<file path="config.mk">
export PLATFORM = sky130hd
export DESIGN_NAME = hmg_unit
export DESIGN_NICKNAME = d
export VERILOG_FILES = /design/src/rtl/core/hmg_pkg.sv /design/src/rtl/core/hmg_unit.sv
export SDC_FILE = /design/constraint.sdc
export NUM_CORES = 1
export LEC_CHECK = 0
export BUFFER_PORTS_ARGS = -buffer_cell sky130_fd_sc_hd__clkbuf_2
export CAP_MARGIN = 20
export CORE_MARGIN = 2
export CORE_UTILIZATION = 37
export DETAILED_ROUTE_END_ITERATION = 10
export HOLD_SLACK_MARGIN = 0.02
export MAX_ROUTING_LAYER = met4
export PLACE_DENSITY_LB_ADDON = 0.3
export SLEW_MARGIN = 40
export SYNTH_ARGS = -nofsm -noshare
export SYNTH_HDL_FRONTEND = slang
export SYNTH_SLANG_ARGS = --single-unit
</file>
<file path="constraint.sdc">
create_clock -name clk -period 20.4 [get_ports clk]
set_input_delay 4.08 -clock clk [delete_from_list [all_inputs] [get_ports clk]]
set_output_delay 4.08 -clock clk [all_outputs]
set_load 0.05 [all_outputs]
</file>
<file path="src/rtl/core/hmg_pkg.sv">
package hmg_pkg;

  localparam int MAX_EDGE = 1024;
  localparam int POS_W    = 10;
  localparam int CFG_W    = 11;
  localparam int HEIGHT_W = 16;
  localparam int DIFF_W   = HEIGHT_W + 1;
  localparam int SQ_W     = 2 * HEIGHT_W + 1;
  localparam int S_W      = SQ_W + 1;
  localparam int N_W      = SQ_W + 30;
  localparam int K_W      = 17;
  localparam int UW       = 70;
  localparam int TEX_W    = 17;
  localparam int NRM_W    = 16;
  localparam int DATA_W   = 120;

  typedef struct packed {
    logic start;
    logic sq;
  } unit_cmd_t;

endpackage

</file>
<file path="src/rtl/core/hmg_unit.sv">
module hmg_unit (
  input  logic                      clk,
  input  logic                      rst,
  input  hmg_pkg::unit_cmd_t        cmd,
  input  logic [hmg_pkg::S_W-1:0]   s_op,
  input  logic [hmg_pkg::N_W-1:0]   n_op,
  output logic                      done,
  output logic [hmg_pkg::K_W-1:0]   k
);
  import hmg_pkg::*;

  // bitwise search for the largest k with k*s <= n, or k*k*s <= n
  logic          busy;
  logic          sq_mode;
  logic [4:0]    step;
  logic [UW-1:0] p;
  logic [UW-1:0] qsh;
  logic [UW-1:0] ss;
  logic [UW-1:0] sl;
  logic [UW-1:0] n;
  logic [UW-1:0] trial;
  logic [UW-1:0] qsh_next;
  logic          acc;

  always_comb begin
    trial    = p + (sq_mode ? (qsh + ss) : sl);
    acc      = (trial <= n);
    qsh_next = (acc && sq_mode) ? (qsh + (ss << 1)) : qsh;
  end

  always_ff @(posedge clk) begin
    if (rst) begin
      busy <= 1'b0;
      done <= 1'b0;
      step <= '0;
    end else begin
      done <= 1'b0;
      if (cmd.start) begin
        busy    <= 1'b1;
        step    <= 5'(K_W - 1);
        sq_mode <= cmd.sq;
        p       <= '0;
        qsh     <= '0;
        k       <= '0;
        ss      <= UW'(s_op) << (2 * (K_W - 1));
        sl      <= UW'(s_op) << (K_W - 1);
        n       <= UW'(n_op);
      end else if (busy) begin
        if (acc) begin
          p <= trial;
        end
        k    <= {k[K_W-2:0], acc};
        qsh  <= qsh_next >> 1;
        ss   <= ss >> 2;
        sl   <= sl >> 1;
        step <= step - 5'd1;
        if (step == 5'd0) begin
          busy <= 1'b0;
          done <= 1'b1;
        end
      end
    end
  end

endmodule

</file>
=== Word-level counts from Yosys, hierarchy flattened ===
Index checks and enable logic that the tools add are counted.

* $add $sub $neg: 4
* Order comparisons: 1
* Multiplexer cells: 16
* Bitwise gates (word level): 2
* Reductions and logical operators: 9

{| class="wikitable"
|+ Operators with widths
! kind !! count
|-
| 70-bit 2-to-1 mux || 4
|-
| 69-bit 2-to-1 mux || 2
|-
| 69-bit by 68-bit adder with 70-bit output || 1
|-
| 69-bit by 69-bit adder with 70-bit output || 1
|-
| 70-bit adder || 1
|-
| 70-bit by 63-bit <= comparator with 1-bit output || 1
|-
| 68-bit 2-to-1 mux || 1
|-
| 66-bit 2-to-1 mux || 1
|-
| 50-bit 2-to-1 mux || 1
|-
| 17-bit 2-to-1 mux || 1
|-
| 5-bit 2-to-1 mux || 2
|-
| 5-bit zero test || 1
|-
| 5-bit by 1-bit subtractor with 5-bit output, second input constant || 1
|-
| 1-bit 2-to-1 mux || 4
|-
| 2-bit AND reduction || 2
|-
| 2-bit nonzero test || 2
|-
| 3-bit AND reduction || 1
|-
| 3-bit OR reduction || 1
|-
| 1-bit NOT || 2
|-
| 2-bit OR reduction || 1
|-
| 1-bit logical AND || 1
|}

* Bits of input ports: 101
* Word-level logic and storage cells: 45
* Register bits: 364

=== Depth between registers and ports, before layout ===
* Word-level depth: 7
* Gate-level depth with buffers: 39
* Gate-level depth less buffers: 37

=== Least setup slack after synthesis ===
No wires, ideal clock.

* Path kind: input to register
* Start point: in cmd[1] in the netlist's numbering
* End point: reg p[0], enable pin
* Required time: 19.795 ns
* Path buffers: 1
* Stages: 4
* Slack: 1.532 ns
* Arrival: 18.263 ns
* Library setup time: 0.605 ns
* Cells stage by stage: clkbuf_1 nor2_1 nor2_1 a21boi_0

* Cells in the longest elaborated chain, start to end: 2

{| class="wikitable"
|+ Ends and longest elaborated chain
! item !! line !! RTL
|-
| start: declaration || hmg_unit.sv:4 || <nowiki>input hmg_pkg::unit_cmd_t cmd,</nowiki>
|-
| 2-bit nonzero test (no source line) || - ||
|-
| 3-bit AND reduction (no source line) * || - ||
|-
| end signal: assignment || hmg_unit.sv:50 || <nowiki>p <= trial;</nowiki>
|-
| end: declaration || hmg_unit.sv:16 || <nowiki>logic [UW-1:0] p;</nowiki>
|}

Every way passes the cells marked *; elsewhere a longest branch is shown, timed or not.
A chain may end at the register's enable or synchronous reset.

=== Final worst setup path ===
* Start point: reg ss[0]
* End point: reg p[10], enable pin

* Cells in the longest elaborated chain, start to end: 6

{| class="wikitable"
|+ Ends and longest elaborated chain
! item !! line !! RTL
|-
| start: declaration || hmg_unit.sv:18 || <nowiki>logic [UW-1:0] ss;</nowiki>
|-
| start signal: assignment || hmg_unit.sv:45 || <nowiki>ss <= UW'(s_op) << (2 * (K_W - 1));</nowiki>
|-
| start signal: assignment || hmg_unit.sv:54 || <nowiki>ss <= ss >> 2;</nowiki>
|-
| 69-bit by 68-bit adder with 70-bit output || hmg_unit.sv:26 || <nowiki>trial = p + (sq_mode ? (qsh + ss) : sl);</nowiki>
|-
| 70-bit 2-to-1 mux || hmg_unit.sv:26 ||
|-
| 70-bit adder || hmg_unit.sv:26 ||
|-
| via trial[61] || hmg_unit.sv:21 || <nowiki>logic [UW-1:0] trial;</nowiki>
|-
| 70-bit by 63-bit <= comparator with 1-bit output || hmg_unit.sv:27 || <nowiki>acc = (trial <= n);</nowiki>
|-
| 2-bit nonzero test (no source line) || - ||
|-
| 3-bit AND reduction (no source line) || - ||
|}

The timed path passes the listed nets, and every way through them passes these cells.

==> qor.csv <==
stage,metric,value,unit
status,status,"complete, no violations",
global_route,GR Overflow Total,0,
global_route,busiest grt layer,met2,
critical_path,most frequent CP cell,o21ai_0,
synth,xor/xnor cell area share of the yosys netlist,5.959,%
die,die area,77290,um^2
critical_path,Worst Path Arrival,10320,ps
power,Pwr Density,87.60,nW/um^2
placed_design,dpl ws,10370,ps
cts,Setup Buffers After CTS,0,
die,CORE AREA,74450,um^2
global_route,aggregate global-route resource usage,21.79,%
synth,synthesized area,27780,um^2
global_route,largest net degree at the start of global routing,74,
final_layout,share of cells above drive strength 1,8.365,%
global_route,GR Util met3,3.031,%
timing,final setup fails,0,
final_layout,NumNets Final,3482,
critical_path,slowest CP cell,buf_6,
synth,main combinational cell family by area after synthesis,compound AO/OA/AOI/OAI gates,
power,Clock Power Share,30.1,%
timing,Fmax,99.02,MHz
die,DIE WIDTH,278.0,um
power,Combinational Power Share,37.4,%
cts,clk root buf,clkbuf_16,
power,Pleak,12.62,nW
global_route,antenna violations before repair,0,
power,Int Pwr,1.708,mW
route,first drt pass iteration count,5,
cts,CTS max path bufs,3,
cts,PostCTS Resize Cnt,0,
die,starting density of the core,37.31,%
power,NetSw,985.9,uW
synth,Synth async-reset ratio,0,%
placed_design,dpl hpwl,64350,um
cts,clk_lat worst skew,600,ps
cts,Clock transition at path regs,60,ps
final_layout,Finished Core Util,41.31,%
timing,number of max-slew violations in the final report,0,
critical_path,CP Launch Type,register,
die,Die Span Y,278.0,um
timing,Period minus WS final,10100,ps
cts,CTS tree,done,
placed_design,GP Congestion,0.9523,
placed_design,DP Area,29250,um^2
die,IO Pins,119,
critical_path,CP Class,register to register,
critical_path,Worst EP required,20620,ps
final_layout,Non-Filler Instances,4113,
final_layout,filler instances,7435,
synth,Synth Area in Compound Gates,22.44,%
route,routed wire length,84090,um
route,DRC,0,
synth,Syn Inst Count,3067,
route,initial DRC count,2004,
synth,mux contribution to synthesized area,1.297,%
cts,clk sinks,342,
global_route,met2 Track Usage GR,32.20,%
cts,H-tree lvl count,2,
route,Post-DRT Antenna Nets,0,
route,vias per cell,5.737,
synth,Yosys cell types,89,
timing,"Hold Vio Cnt, Final",0,
critical_path,Crit path max-delay family,compound AO/OA/AOI/OAI gates,
route,vias post-DR,23600,
critical_path,CP Buf/Inv Count,3,
power,sw frac,36.59,%
final_layout,synth-to-layout area growth,10.72,%
synth,Mapped Nets,3437,
timing,setup ws final,10300,ps
timing,final hold slack,500.1,ps
critical_path,Setup crit end kind,register,
placed_design,placed cell count,4035,
timing,RSZ-0062 raised after global routing,false,
global_route,vias in the first global route,22240,
final_layout,fin area,30760,um^2
power,sequential power share,32.4,%
final_layout,"commonest non-fill, non-tap cell in the layout",edfxtp_1,
cts,CTS buffer count,44,
synth,Synth Area per Inst,9.057,um^2
placed_design,port bufs,118,
critical_path,"slowest stage delay, CP",550,ps
timing,Max-Slew Margin vs Limit,44.06,%
worst_hold_path,Hold Path Class,register to register,
synth,ys flop type,edfxtp_1,
timing,Fin Clk Skew,36.54,ps
final_layout,Diodes inserted,0,
power,Max VDD drop,0.06813,mV
route,drt wl/cell,20.45,um
global_route,first-pass GRT wire length,128900,um
global_route,GR Util met1,31.00,%
timing,Worst Max-Slew Pin Slew,839.0,ps
flow_run,Max Cap Viol,0,
die,Rows,100,
synth,sequential share of the synthesized area,36.72,%
final_layout,most frequent cells in the layout,"335 x edfxtp_1, 279 x a21oi_1, 266 x ha_1",
synth,Adder-Cell Fraction of Synth Area,12.20,%
synth,"flops & latches, synth",342,
timing,fin crit share,49.50,%
synth,simple-gate share of the synthesized area,16.67,%
synth,Yosys Warn Count,0,
power,Design Power,2.694,mW
timing,Fin Setup TNS,0,ps
critical_path,worst-path maximum fanout,70,
synth,"EDFF count, synth",335,
cts,hold_buf cts,0,
synth_stat cells (all sizes together) (4+ instances only):
cell type / count / area [um^2]
edfxtp: 335 / 10060
a21oi: 279 / 1396
ha: 266 / 3328
nand2: 261 / 982.2
o21ai: 251 / 1260
inv: 204 / 765.7
nor2: 143 / 544.3
a21o: 129 / 968.4
xnor2: 120 / 1051
clkbuf: 114 / 427.9
nand4: 105 / 671.9
and2: 89 / 556.8
nor2b: 84 / 525.5
xor2: 69 / 604.3
nand3: 51 / 260.3
o21bai: 50 / 375.4
nor3: 49 / 261.5
o31ai: 40 / 300.3
a211oi: 32 / 240.2
a31oi: 32 / 215.2
o21a: 32 / 240.2
o211ai: 27 / 207.7
and3: 25 / 156.4
buf: 23 / 112.6
or3: 19 / 118.9
mux2i: 18 / 180.2
nor4: 17 / 118.9
a21boi: 16 / 120.1
a221oi: 16 / 140.1
mux2: 16 / 180.2
a31o: 15 / 131.4
nand2b: 15 / 93.84
or2: 14 / 87.59
or4: 10 / 78.82
a211o: 7 / 61.31
a221o: 7 / 70.07
dfxtp: 7 / 140.1
o41ai: 7 / 61.31
nand3b: 6 / 45.04
a2111oi: 5 / 43.79
and4: 5 / 43.79
o211a: 5 / 50.05
a311o: 4 / 40.04
o2111ai: 4 / 35.03
worst register-to-register path: cells and delay by family (launching register included):
kind	cells	cell delay [ps]
fa+ha+maj	4	1330
buf+inv	3	1120
flops	1	360
xor+xnor	2	300
mux	1	120
compound gates	20	4760
simple gates	9	1690
cell type report:
type                            count  area (um^2)  share of cell area, %
Multi-Input combinational cell   2383        16330                  53.08
Sequential cell                   342        10200                  33.16
Tap cell                          969         1212                  3.942
Clock buffer                       48         1137                  3.698
Inverter                          205        774.5                  2.518
Timing Repair Buffer              136        750.7                  2.441
Clock inverter                     30        355.3                  1.155
power by group through the flow:
stage          Combinational (mW)  Sequential [mW]  Clock [mW]
2_1_floorplan               0.721            0.888           0
3_3_place_gp                0.987            0.886           0
3_5_place_dp                0.987            0.887           0
4_1_cts                     0.996            0.873       0.832
5_1_grt                      1.11            0.878       0.856
6_report                     1.01            0.874       0.812
per-layer routing:
metal / vias up / part of all wire (%)
li1: 11480 / -
met1: 11220 / 48
met2: 790 / 43
met3: 109 / 6.5
met4: 0 / 2.9
met5: - / 0
worst paths after layout:
check,slack (ps),end,start,cells after the start
worst max-delay path,10300,p[10],ss[0],39
worst min-delay path,500,step[1],step[1],2
worst max register to register,10300,p[10],ss[0],39
worst min register to register,500,step[1],step[1],2
logic make-up (layout without fill, tap and decap cells):
logic type | count (synthesis) | in the layout
AO/OA/AOI/OAI | 988 | 988
AND/OR/NAND/NOR | 903 | 903
flip-flops | 342 | 342
buffers and inverters | 342 | 419
adder cells (fa/ha/maj) | 269 | 269
XOR/XNOR | 189 | 189
multiplexers | 34 | 34
registers in the layout, summed over array words and instances, names as in the netlist:
signal,flops
k,17
done,1
p,70
ss,66
qsh,69
busy,1
sl,49
step,5
n,63
sq_mode,1
No activity file was read; power rests on OpenSTA's default activity.
